### config.mk
export PLATFORM = sky130hd
export DESIGN_NAME = length_prefixed_frame_deframer_top
export DESIGN_NICKNAME = d
export VERILOG_FILES = /design/src/rtl/lpfd_pkg.sv /design/src/rtl/lpfd_front.sv /design/src/rtl/lpfd_queue.sv /design/src/rtl/length_prefixed_frame_deframer_top.sv
export SDC_FILE = /design/constraint.sdc
export NUM_CORES = 1
export LEC_CHECK = 0
export BUFFER_PORTS_ARGS = -buffer_cell sky130_fd_sc_hd__clkbuf_2
export CAP_MARGIN = 10
export CORE_ASPECT_RATIO = 2
export CORE_MARGIN = 10
export CORE_UTILIZATION = 50
export DETAILED_ROUTE_END_ITERATION = 10
export PLACE_DENSITY = 0.72
export REMOVE_ABC_BUFFERS = 1
export SYNTH_ARGS = -nofsm -noshare
export SYNTH_HDL_FRONTEND = slang
export SYNTH_HIERARCHICAL = 1
export SYNTH_SLANG_ARGS = --single-unit
### constraint.sdc
create_clock -name i_clk -period 18.4 [get_ports i_clk]
set_input_delay 0 -clock i_clk [delete_from_list [all_inputs] [get_ports i_clk]]
set_output_delay 0 -clock i_clk [all_outputs]
set_load 0.005 [all_outputs]
### src/rtl/lpfd_pkg.sv
// lpfd_pkg: shared types and constants of the length-prefixed frame deframer
// no dependencies; imported by every rtl module of the block

package lpfd_pkg;

    localparam int HDR_BYTES = 16;
    localparam int HDR_BITS  = HDR_BYTES * 8;
    localparam int CNT_W     = $clog2(HDR_BYTES);

    localparam logic [CNT_W-1:0] HDR_LAST = CNT_W'(HDR_BYTES - 1);

    localparam logic [31:0] RST_MAGIC   = 32'h4832_3634;
    localparam logic [15:0] RST_VERSION = 16'd1;
    localparam logic [15:0] RST_TYPE    = 16'd1;
    localparam logic [31:0] RST_MAX_LEN = 32'd8388608;

    localparam logic [1:0] CFG_MAGIC   = 2'd0;
    localparam logic [1:0] CFG_VERSION = 2'd1;
    localparam logic [1:0] CFG_TYPE    = 2'd2;
    localparam logic [1:0] CFG_MAX_LEN = 2'd3;

    localparam logic OP_BYTE  = 1'b0;
    localparam logic OP_START = 1'b1;

    localparam logic KIND_PAYLOAD = 1'b0;
    localparam logic KIND_ERROR   = 1'b1;

    localparam logic [2:0] ERR_MAGIC   = 3'd0;
    localparam logic [2:0] ERR_VERSION = 3'd1;
    localparam logic [2:0] ERR_TYPE    = 3'd2;
    localparam logic [2:0] ERR_ZERO    = 3'd3;
    localparam logic [2:0] ERR_LONG    = 3'd4;
    localparam logic [2:0] ERR_NONE    = 3'd0;

    typedef enum logic [2:0] {
        PH_HEADER  = 3'b001,
        PH_PAYLOAD = 3'b010,
        PH_DROP    = 3'b100
    } t_phase;

    typedef struct packed {
        logic [31:0] magic;
        logic [15:0] version;
        logic [15:0] ptype;
        logic [31:0] max_len;
    } t_cfg;

    typedef struct packed {
        logic        kind;
        logic [7:0]  payload_byte;
        logic        last;
        logic [31:0] sequence_res;
        logic        sequence_warning;
        logic [2:0]  fault_code;
    } t_res;

endpackage

### src/rtl/lpfd_front.sv
// lpfd_front: header gathering, header checks and payload tagging
// depends on lpfd_pkg; feeds one result per accepted transaction at most

module lpfd_front
    import lpfd_pkg::*;
(
    input  logic       i_clk,
    input  logic       i_rst_n,
    input  logic       i_accept,
    input  logic       i_operation,
    input  logic [7:0] i_data_byte,
    input  t_cfg       i_cfg,
    output logic       o_res_valid,
    output t_res       o_res
);

    t_phase                r_phase, n_phase;
    logic [CNT_W-1:0]      r_cnt, n_cnt;
    logic [HDR_BITS-9:0]   r_hdr, n_hdr;
    logic [31:0]           r_rem, n_rem;
    logic [31:0]           r_cur_seq, n_cur_seq;
    logic [31:0]           r_seq_next, n_seq_next;
    logic                  r_warn, n_warn;
    logic                  r_seq_valid, n_seq_valid;

    logic [HDR_BITS-1:0]   hdr_full;
    logic [31:0]           hdr_magic, hdr_len, hdr_seq;
    logic [15:0]           hdr_ver, hdr_type;
    logic                  hdr_bad;
    logic [2:0]            hdr_err;

    assign hdr_full  = {r_hdr, i_data_byte};
    assign hdr_magic = hdr_full[127:96];
    assign hdr_ver   = hdr_full[95:80];
    assign hdr_type  = hdr_full[79:64];
    assign hdr_len   = hdr_full[63:32];
    assign hdr_seq   = hdr_full[31:0];

    // first failing check wins
    always_comb begin
        hdr_bad = 1'b1;
        hdr_err = ERR_NONE;
        if (hdr_magic != i_cfg.magic) begin
            hdr_err = ERR_MAGIC;
        end else if (hdr_ver != i_cfg.version) begin
            hdr_err = ERR_VERSION;
        end else if (hdr_type != i_cfg.ptype) begin
            hdr_err = ERR_TYPE;
        end else if (hdr_len == 32'd0) begin
            hdr_err = ERR_ZERO;
        end else if (hdr_len > i_cfg.max_len) begin
            hdr_err = ERR_LONG;
        end else begin
            hdr_bad = 1'b0;
        end
    end

    always_comb begin
        n_phase     = r_phase;
        n_cnt       = r_cnt;
        n_hdr       = r_hdr;
        n_rem       = r_rem;
        n_cur_seq   = r_cur_seq;
        n_seq_next  = r_seq_next;
        n_warn      = r_warn;
        n_seq_valid = r_seq_valid;
        o_res_valid = 1'b0;
        o_res       = '0;
        if (i_accept) begin
            if (i_operation == OP_START) begin
                n_phase     = PH_HEADER;
                n_cnt       = '0;
                n_rem       = '0;
                n_warn      = 1'b0;
                n_seq_valid = 1'b0;
            end else begin
                case (r_phase)
                    PH_HEADER: begin
                        n_hdr = hdr_full[HDR_BITS-9:0];
                        if (r_cnt == HDR_LAST) begin
                            n_cnt = '0;
                            if (hdr_bad) begin
                                n_phase          = PH_DROP;
                                o_res_valid      = 1'b1;
                                o_res.kind       = KIND_ERROR;
                                o_res.fault_code = hdr_err;
                            end else begin
                                n_warn      = r_seq_valid && (hdr_seq != r_seq_next);
                                n_seq_next  = hdr_seq + 32'd1;
                                n_seq_valid = 1'b1;
                                n_cur_seq   = hdr_seq;
                                n_rem       = hdr_len;
                                n_phase     = PH_PAYLOAD;
                            end
                        end else begin
                            n_cnt = r_cnt + CNT_W'(1);
                        end
                    end
                    PH_PAYLOAD: begin
                        o_res_valid            = 1'b1;
                        o_res.kind             = KIND_PAYLOAD;
                        o_res.payload_byte     = i_data_byte;
                        o_res.last             = (r_rem <= 32'd1);
                        o_res.sequence_res     = r_cur_seq;
                        o_res.sequence_warning = r_warn;
                        if (r_rem <= 32'd1) begin
                            n_rem   = '0;
                            n_phase = PH_HEADER;
                        end else begin
                            n_rem = r_rem - 32'd1;
                        end
                    end
                    PH_DROP: begin
                        n_phase = PH_DROP;
                    end
                    default: begin
                        n_phase = PH_HEADER;
                    end
                endcase
            end
        end
    end

    always_ff @(posedge i_clk) begin
        if (!i_rst_n) begin
            r_phase     <= PH_HEADER;
            r_cnt       <= '0;
            r_rem       <= '0;
            r_warn      <= 1'b0;
            r_seq_valid <= 1'b0;
        end else begin
            r_phase     <= n_phase;
            r_cnt       <= n_cnt;
            r_rem       <= n_rem;
            r_warn      <= n_warn;
            r_seq_valid <= n_seq_valid;
        end
    end

    always_ff @(posedge i_clk) begin
        r_hdr      <= n_hdr;
        r_cur_seq  <= n_cur_seq;
        r_seq_next <= n_seq_next;
    end

endmodule

### src/rtl/lpfd_queue.sv
// lpfd_queue: short result queue between the parser and the result side
// depends on lpfd_pkg for the result type

module lpfd_queue
    import lpfd_pkg::*;
#(
    parameter int DEPTH = 4
) (
    input  logic i_clk,
    input  logic i_rst_n,
    input  logic i_push,
    input  t_res i_data,
    output logic o_full,
    input  logic i_pop,
    output logic o_empty,
    output t_res o_data
);

    localparam int PTR_W = (DEPTH > 1) ? $clog2(DEPTH) : 1;
    localparam int CNT_W = $clog2(DEPTH + 1);
    localparam logic [PTR_W-1:0] PTR_LAST = PTR_W'(DEPTH - 1);
    localparam logic [CNT_W-1:0] CNT_FULL = CNT_W'(DEPTH);

    t_res             r_mem [DEPTH];
    logic [PTR_W-1:0] r_wr, n_wr;
    logic [PTR_W-1:0] r_rd, n_rd;
    logic [CNT_W-1:0] r_cnt, n_cnt;
    logic             do_push, do_pop;

    assign o_full  = (r_cnt == CNT_FULL);
    assign o_empty = (r_cnt == '0);
    assign o_data  = r_mem[r_rd];
    assign do_push = i_push && !o_full;
    assign do_pop  = i_pop && !o_empty;

    always_comb begin
        n_wr  = r_wr;
        n_rd  = r_rd;
        n_cnt = r_cnt;
        if (do_push) begin
            n_wr = (r_wr == PTR_LAST) ? '0 : r_wr + PTR_W'(1);
        end
        if (do_pop) begin
            n_rd = (r_rd == PTR_LAST) ? '0 : r_rd + PTR_W'(1);
        end
        if (do_push && !do_pop) begin
            n_cnt = r_cnt + CNT_W'(1);
        end else if (do_pop && !do_push) begin
            n_cnt = r_cnt - CNT_W'(1);
        end
    end

    always_ff @(posedge i_clk) begin
        if (!i_rst_n) begin
            r_wr  <= '0;
            r_rd  <= '0;
            r_cnt <= '0;
        end else begin
            r_wr  <= n_wr;
            r_rd  <= n_rd;
            r_cnt <= n_cnt;
        end
    end

    always_ff @(posedge i_clk) begin
        if (do_push) begin
            r_mem[r_wr] <= i_data;
        end
    end

endmodule

### src/rtl/length_prefixed_frame_deframer_top.sv
// length_prefixed_frame_deframer_top: byte stream deframer, config registers
// depends on lpfd_pkg, lpfd_front and lpfd_queue
//
//  channel   handshake          payload
//  input     push / full        i_operation, i_data_byte
//  result    empty / pop        o_kind .. o_fault_code
//  config    i_cfg_we           i_cfg_idx, i_cfg_data
//
// one byte per clock while full is low; the parser handles a transaction in the cycle it is taken
// a result is poppable in the cycle after its input transaction
// full follows the result queue (QUEUE_DEPTH entries), so a stalled pop holds
// the input off only once the queue has filled
// synchronous active-low reset; parser, queue and registers come up at once

module length_prefixed_frame_deframer_top
    import lpfd_pkg::*;
#(
    parameter int QUEUE_DEPTH = 4
) (
    input  logic        i_clk,
    input  logic        i_rst_n,
    input  logic        push,
    output logic        full,
    input  logic        i_operation,
    input  logic [7:0]  i_data_byte,
    output logic        empty,
    input  logic        pop,
    output logic        o_kind,
    output logic [7:0]  o_payload_byte,
    output logic        o_last,
    output logic [31:0] o_sequence_res,
    output logic        o_sequence_warning,
    output logic [2:0]  o_fault_code,
    input  logic        i_cfg_we,
    input  logic [1:0]  i_cfg_idx,
    input  logic [31:0] i_cfg_data
);

    t_cfg r_cfg;
    t_res front_res;
    t_res head;
    logic front_valid;
    logic accept;

    assign accept = push && !full;

    always_ff @(posedge i_clk) begin
        if (!i_rst_n) begin
            r_cfg.magic   <= RST_MAGIC;
            r_cfg.version <= RST_VERSION;
            r_cfg.ptype   <= RST_TYPE;
            r_cfg.max_len <= RST_MAX_LEN;
        end else if (i_cfg_we) begin
            case (i_cfg_idx)
                CFG_MAGIC:   r_cfg.magic   <= i_cfg_data;
                CFG_VERSION: r_cfg.version <= i_cfg_data[15:0];
                CFG_TYPE:    r_cfg.ptype   <= i_cfg_data[15:0];
                CFG_MAX_LEN: r_cfg.max_len <= i_cfg_data;
                default:     r_cfg.magic   <= r_cfg.magic;
            endcase
        end
    end

    lpfd_front u_front (
        .i_clk       (i_clk),
        .i_rst_n     (i_rst_n),
        .i_accept    (accept),
        .i_operation (i_operation),
        .i_data_byte (i_data_byte),
        .i_cfg       (r_cfg),
        .o_res_valid (front_valid),
        .o_res       (front_res)
    );

    lpfd_queue #(
        .DEPTH (QUEUE_DEPTH)
    ) u_queue (
        .i_clk   (i_clk),
        .i_rst_n (i_rst_n),
        .i_push  (front_valid),
        .i_data  (front_res),
        .o_full  (full),
        .i_pop   (pop),
        .o_empty (empty),
        .o_data  (head)
    );

    assign o_kind             = head.kind;
    assign o_payload_byte     = head.payload_byte;
    assign o_last             = head.last;
    assign o_sequence_res     = head.sequence_res;
    assign o_sequence_warning = head.sequence_warning;
    assign o_fault_code       = head.fault_code;

endmodule

* Word level (Yosys, flattened, before mapping) *
Memories as Yosys holds them, arrays and structs flattened. A register that Yosys moved wholly into a read port is not among the register bits.
Index checks and enable logic that the tools add are counted.

word-level totals
  register bits = 328
  memory bits (writable) = 184
  bits of input ports = 48
  output and inout bits = 48
  word-level logic and storage cells = 123
  memories = 1

cells by class
  add/subtract/negate cells = 7
  magnitude comparators = 2
  equality and inequality tests = 18
  multiplexer cells = 51
  bitwise operators = 2
  reduce and logical (&&, ||, !) cells = 27

memories
  name           depth  bits a word  rd ports  clocked after Yosys merged registers in  write ports  RTL line          RTL
  u_queue.r_mem  4      46           1         1                                        1            lpfd_queue.sv:24  t_res r_mem [DEPTH];

operators with widths
  kind                                                   number
  two-way mux 32 bit                                     4
  two-way mux 46 bit                                     2
  != test 32 bit                                         2
  case mux 32 bit (2 select lines)                       1
  two-way mux 3 bit                                      14
  two-way mux 42 bit                                     1
  adder 32 x 1 -> 32 bit (second input constant)         1
  greater-than comparator 32 bit                         1
  <= comparator 32 x 1 -> 1 bit (second input constant)  1
  logical NOT 32 bit                                     1
  != test 16 bit                                         2
  subtractor 32 x 1 -> 32 bit (second input constant)    1
  two-way mux 1 bit                                      20
  two-way mux 4 bit                                      3
  AND reduction 2 bit                                    5
  case mux 3 bit (3 select lines)                        1
  equality test 2 bit (second input constant)            4
  two-way mux 2 bit                                      4
  AND reduction 4 bit                                    2
  equality test 3 bit (second input constant)            2
  logical AND 1 bit                                      6
  != test 3 x 2 -> 1 bit (second input constant)         2
  AND reduction 3 bit                                    2
  nonzero test 2 bit                                     3
  other kinds (17)                                       22

* Depth between registers and ports, before layout *
  depth after elaboration = 16
  mapped depth = 17
  depth with buffers taken out = 16

* Cells and area by module *
Netlist, hierarchy kept.

modules (own cells, without submodules)
  module                              times used  cells each  area an instance (µm²)  sequential area each (µm²)
  lpfd_front                          1           919         11036.8                 6346.1
  lpfd_queue                          1           291         7180.6                  5705.5
  length_prefixed_frame_deframer_top  1           370         3709.8                  1921.8

* Worst setup path before layout *
OpenSTA, ideal clock, no wires.

  path kind = reg2reg
  start point = register u_queue.r_cnt[0]
  end point = register u_front.r_cur_seq[0] (enable)
  setup time = 493 ps
  arrival = 7780 ps
  required time = 17907 ps
  slack = 10127 ps
  stages on the path, launching flop included = 8
  buffers on the path = 2
  clock period less this slack = 8273 ps
  cells stage by stage = dfxtp_1 nor3b_2 nor2b_1 clkbuf_1 and2_1 clkbuf_1 nand2_1 nor2b_1

on the way
  longest elaborated chain between the ends = 4

ends and longest elaborated chain
  element                        RTL line                                  RTL
  start, declared                lpfd_queue.sv:27                          logic [CNT_W-1:0] r_cnt, n_cnt;
  start signal, assigned         lpfd_queue.sv:61                          r_cnt <= n_cnt;
  equality test 3 bit            lpfd_queue.sv:30                          assign o_full = (r_cnt == CNT_FULL);
  via full                       length_prefixed_frame_deframer_top.sv:23  output logic full,
  logical NOT 1 bit              length_prefixed_frame_deframer_top.sv:45  assign accept = push && !full;
  logical AND 1 bit              length_prefixed_frame_deframer_top.sv:45
  via accept                     length_prefixed_frame_deframer_top.sv:43  logic accept;
  AND reduction 5 bit (no line)  n/a
  end signal, assigned           lpfd_front.sv:142                         r_cur_seq <= n_cur_seq;
  end, declared                  lpfd_front.sv:21                          logic [31:0] r_cur_seq, n_cur_seq;

The timed path passes the listed nets, and every way through them passes these cells.
A chain may end at the register's enable or synchronous reset.

* Worst setup path in the final report *
  start point = register u_front.r_hdr[51]
  end point = register u_queue.r_cnt[2]

on the way
  longest elaborated chain between the ends = 15
  elaborated cells on any way between the ends = 18
  those cells by class = 1 x order compare; 11 x mux; 6 x reduce/logical

ends and longest elaborated chain
  element                            RTL line                                  RTL
  start, declared                    lpfd_front.sv:19                          logic [HDR_BITS-9:0] r_hdr, n_hdr;
  start signal, assigned             lpfd_front.sv:141                         r_hdr <= n_hdr;
  greater-than comparator 32 bit     lpfd_front.sv:51                          end else if (hdr_len > i_cfg.max_len) begin
  two-way mux 1 bit                  lpfd_front.sv:51
  two-way mux 1 bit *                lpfd_front.sv:49                          end else if (hdr_len == 32'd0) begin
  two-way mux 1 bit *                lpfd_front.sv:47                          end else if (hdr_type != i_cfg.ptype) begin
  two-way mux 1 bit *                lpfd_front.sv:45                          end else if (hdr_ver != i_cfg.version) begin
  two-way mux 1 bit *                lpfd_front.sv:43                          if (hdr_magic != i_cfg.magic) begin
  two-way mux 1 bit *                lpfd_front.sv:82                          if (hdr_bad) begin
  two-way mux 1 bit *                lpfd_front.sv:80                          if (r_cnt == HDR_LAST) begin
  case mux 1 bit (2 select lines) *  lpfd_front.sv:77                          case (r_phase)
  two-way mux 1 bit *                lpfd_front.sv:70                          if (i_operation == OP_START) begin
  two-way mux 1 bit *                lpfd_front.sv:69                          if (i_accept) begin
  via front_valid                    length_prefixed_frame_deframer_top.sv:42  logic front_valid;
  logical AND 1 bit *                lpfd_queue.sv:33                          assign do_push = i_push && !o_full;
  logical NOT 1 bit                  lpfd_queue.sv:48                          end else if (do_pop && !do_push) begin
  logical AND 1 bit                  lpfd_queue.sv:48
  nonzero test 2 bit (no line)       n/a

The timed path passes the listed nets; every way through them passes the cells marked *.

==> results.py <==
metrics = {
    "grt": {
        "grt_use_total_pct": 19.17,
        "grt_pass1_vias": 13970,
        "antenna_found_initial": 0,
        "grt_overflow": 0,
        "grt_pass1_wl_microns": 80000,
        "grt_max_degree": 85,
    },
    "placement": {
        "port_buffers": 95,
        "dp.cells": 2167,
        "gp_congestion": 0.9088,
        "place_hpwl_microns": 36330,
    },
    "pwr": {
        "p_comb_share_pct": 12.2,
        "power_mw": 2.587,
        "p_sw_mw": 0.6499,
        "netSwitchingFraction_pct": 25.12,
        "p_leak_nw": 8.823,
        "powerDensity_nw_per_um2": 104.9,
        "power.internal_mw": 1.937,
        "clockPowerShare_pct": 35.3,
        "seq_power_share_pct": 52.5,
        "ir_drop_mv": 0.09493,
    },
    "synth": {
        "yosysUniqueCellTypes": 76,
        "synthFlopType": "edfxtp_1",
        "syn_area_sq_um": 21930,
        "ys_seq_area_share_pct": 63.73,
        "synth_edf_count": 368,
        "yosys.area.top_type": "edfxtp_1",
        "syn_inst": 1580,
        "ys_seq_elements": 514,
        "ys.warnings.count": 6,
        "synth_top_area_share_pct": 50.40,
        "syn_area_per_cell_sq_um": 13.88,
        "synthArstFlopShare_pct": 0,
        "synth_top_cells_by_count": "edfxtp_1, nand2_1, dfxtp_1",
        "synth_top_cells_by_area": "edfxtp_1, dfxtp_1, mux4_2",
        "yosysMostFrequentCell": "edfxtp_1",
    },
    "floorplanning": {
        "die_y_microns": 316.2,
        "die_w_microns": 168.1,
        "ios": 96,
        "die_area_sq_um": 53140,
        "core_sq_um": 43380,
        "start_util_pct": 50.55,
        "rows": 108,
    },
    "final_layout": {
        "syn_to_final_growth_pct": 12.46,
        "final_cells": 2292,
        "antenna_cells": 0,
        "finalNetCount": 1799,
        "drive_gt1_share_pct": 13.95,
    },
    "setup_path": {
        "cp.arrival_ps": 5140,
        "critical-path-slowest-cell": "edfxtp_1",
        "path_common_cell": "ha_1",
        "end_kind": "register",
        "cp_max_fo": 7,
        "cp_slowest_stage_delay_ps": 470,
        "worst-r2r-setup-slack_ps": 13720,
        "cp_cell_sequence": "ha_1, nand4_1, nor4_2, or2b_1, a31oi_1, nor4_1, or2_2, nand2b_1, nor2b_1, ha_1, inv_1, fa_1, xor2_1, or3_1, a21boi_0",
        "worst_setup_path_start_kind": "register",
        "critPathKind": "register to register",
        "crit_required_ps": 18860,
    },
    "clock_tree": {
        "cts-root-buf": "clkbuf_16",
        "clock_latency_ps": 580,
        "cts-htree-levels": 2,
        "cts_tree": "built",
        "cts_max_path_buffers": 3,
        "numClockSinks": 514,
        "numCtsBuffers": 43,
        "hold_buffers": 46,
        "clkTransAtPathRegs_ps": 70,
        "post-cts-setup-buffer-count": 0,
        "cts_resized": 0,
    },
    "drt": {
        "totalWireLength_microns": 51700,
        "first_pass_iters": 5,
        "drtIter0Drc": 894,
        "wl_per_cell_microns": 22.56,
        "drc_errors": 0,
        "antenna_left": 0,
        "vias": 13240,
        "avgViaCountPerCell": 5.776,
    },
    "sta": {
        "relSlewSlack_pct": 21.21,
        "clock_skew_ps": 36.84,
        "hold_viol_final": 0,
        "drv_slew": 0,
        "fin_crit_sh_pct": 25.41,
        "rsz0062_at_grt": "false",
        "setup_tns_ps": 0,
        "clock.fmax_mhz": 213.8,
        "setup_violations": 0,
        "tightestPinTransition_ps": 1182,
        "period_minus_slack_ps": 4676,
    },
    "hold_path": {
        "hold_class": "input port to register",
    },
    "job": {
        "maxCapViolCount": 0,
    },
    "status": {
        "outcome": "completed",
    },
}
metrics by stage:
step | setup slack (ps) | hold WS (ps) | cell area (sq um) | utilization, %
2_1_floorplan | 10830 | 61.94 | 21470 | -
3_3_place_gp | 14000 | 261.2 | 22800 | 52.57
3_5_place_dp | 13880 | 268.9 | 22800 | 52.57
4_1_cts | 13780 | 13.14 | 24660 | 56.85
5_1_grt | 13460 | 70.47 | 24660 | 56.85
6_report | 13720 | 22.41 | 24660 | 56.85
layout by cell type, fill, tap and decap left out, drive strengths merged, types with 6 or more instances in the layout:
cell	instances
o21ai	22
mux2i	88
nand4bb	11
nand3	23
inv	58
xnor2	76
o211ai	16
a22oi	13
or4	8
a21oi	47
and2	51
nor4	36
clkbuf	155
nor2	39
ha	42
buf	19
xor2	69
edfxtp	368
nand3b	6
nor2b	12
clkinv	13
mux4	46
and3	6
nor3	33
o2bb2ai	17
dlygate4sd3	46
nand2	162
dfxtp	146
nand4	35
nand2b	7
routing by layer:
metal  GRT usage (%)  part of all wire (%)  vias up
li1                -                     -     6135
met1           19.67                    35     6571
met2           36.71                    56      391
met3           2.380                   3.8      141
met4           10.23                   5.3        0
met5               0                     0        -
critical path, delay by kind of cell, from the launching register on:
| family | cells | cell delay (ps) |
|---|---|---|
| and+or+nand+nor | 8 | 2240 |
| DFF | 1 | 470 |
| AOI/OAI and AO/OA | 2 | 610 |
| adders and majority gates | 3 | 1000 |
| buffers and inverters | 1 | 60 |
| xor gates and xnor gates | 1 | 170 |
worst paths after layout:
path / endpoint / cells past startpoint / from
hold reg to reg: r_cfg[31] / 2 / r_cfg[31]
hold / removal: r_cfg[23] / 3 / i_cfg_idx[0]
setup reg to reg: u_queue/r_cnt[2] / 15 / u_front/r_hdr[51]
setup / recovery: u_queue/r_cnt[2] / 15 / u_front/r_hdr[51]
registers in the layout, indices dropped and copies added, names as in the netlist, 2 cells and up, named ones only:
name / flops
u_front/r_hdr: 120
u_queue/r_rd: 2
u_front/r_rem: 32
u_queue/r_mem: 184
u_front/r_seq_next: 32
u_queue/r_cnt: 3
u_front/r_cur_seq: 32
u_front/r_cnt: 4
r_cfg: 96
u_front/r_phase: 3
u_queue/r_wr: 2
cell type report:
cell class	count	area, sq um
Clock buffer	61	1240
Clock inverter	18	157.7
Fill cell	3497	18720
Inverter	57	214.0
Multi-Input combinational cell	933	7308
Sequential cell	514	13980
Tap cell	550	688.2
Timing Repair Buffer	159	1074
power by group through the flow:
stage / sequential (mW) / clock (mW) / combinational (mW)
floorplan: 1.36 / 0 / 0.194
global placement: 1.38 / 0 / 0.305
detailed placement: 1.38 / 0 / 0.310
CTS: 1.36 / 0.930 / 0.320
global route: 1.36 / 0.970 / 0.346
finish: 1.36 / 0.914 / 0.315
cell families after synthesis:
family	share of synthesized area (%)
DFF	63.73
adders and majority gates	2.488
xor gates and xnor gates	5.792
AOI/OAI and AO/OA	5.136
buffers and inverters	3.047
muxes	8.844
and+or+nand+nor	10.97
Note: power is estimated with default switching activity, not from simulation.
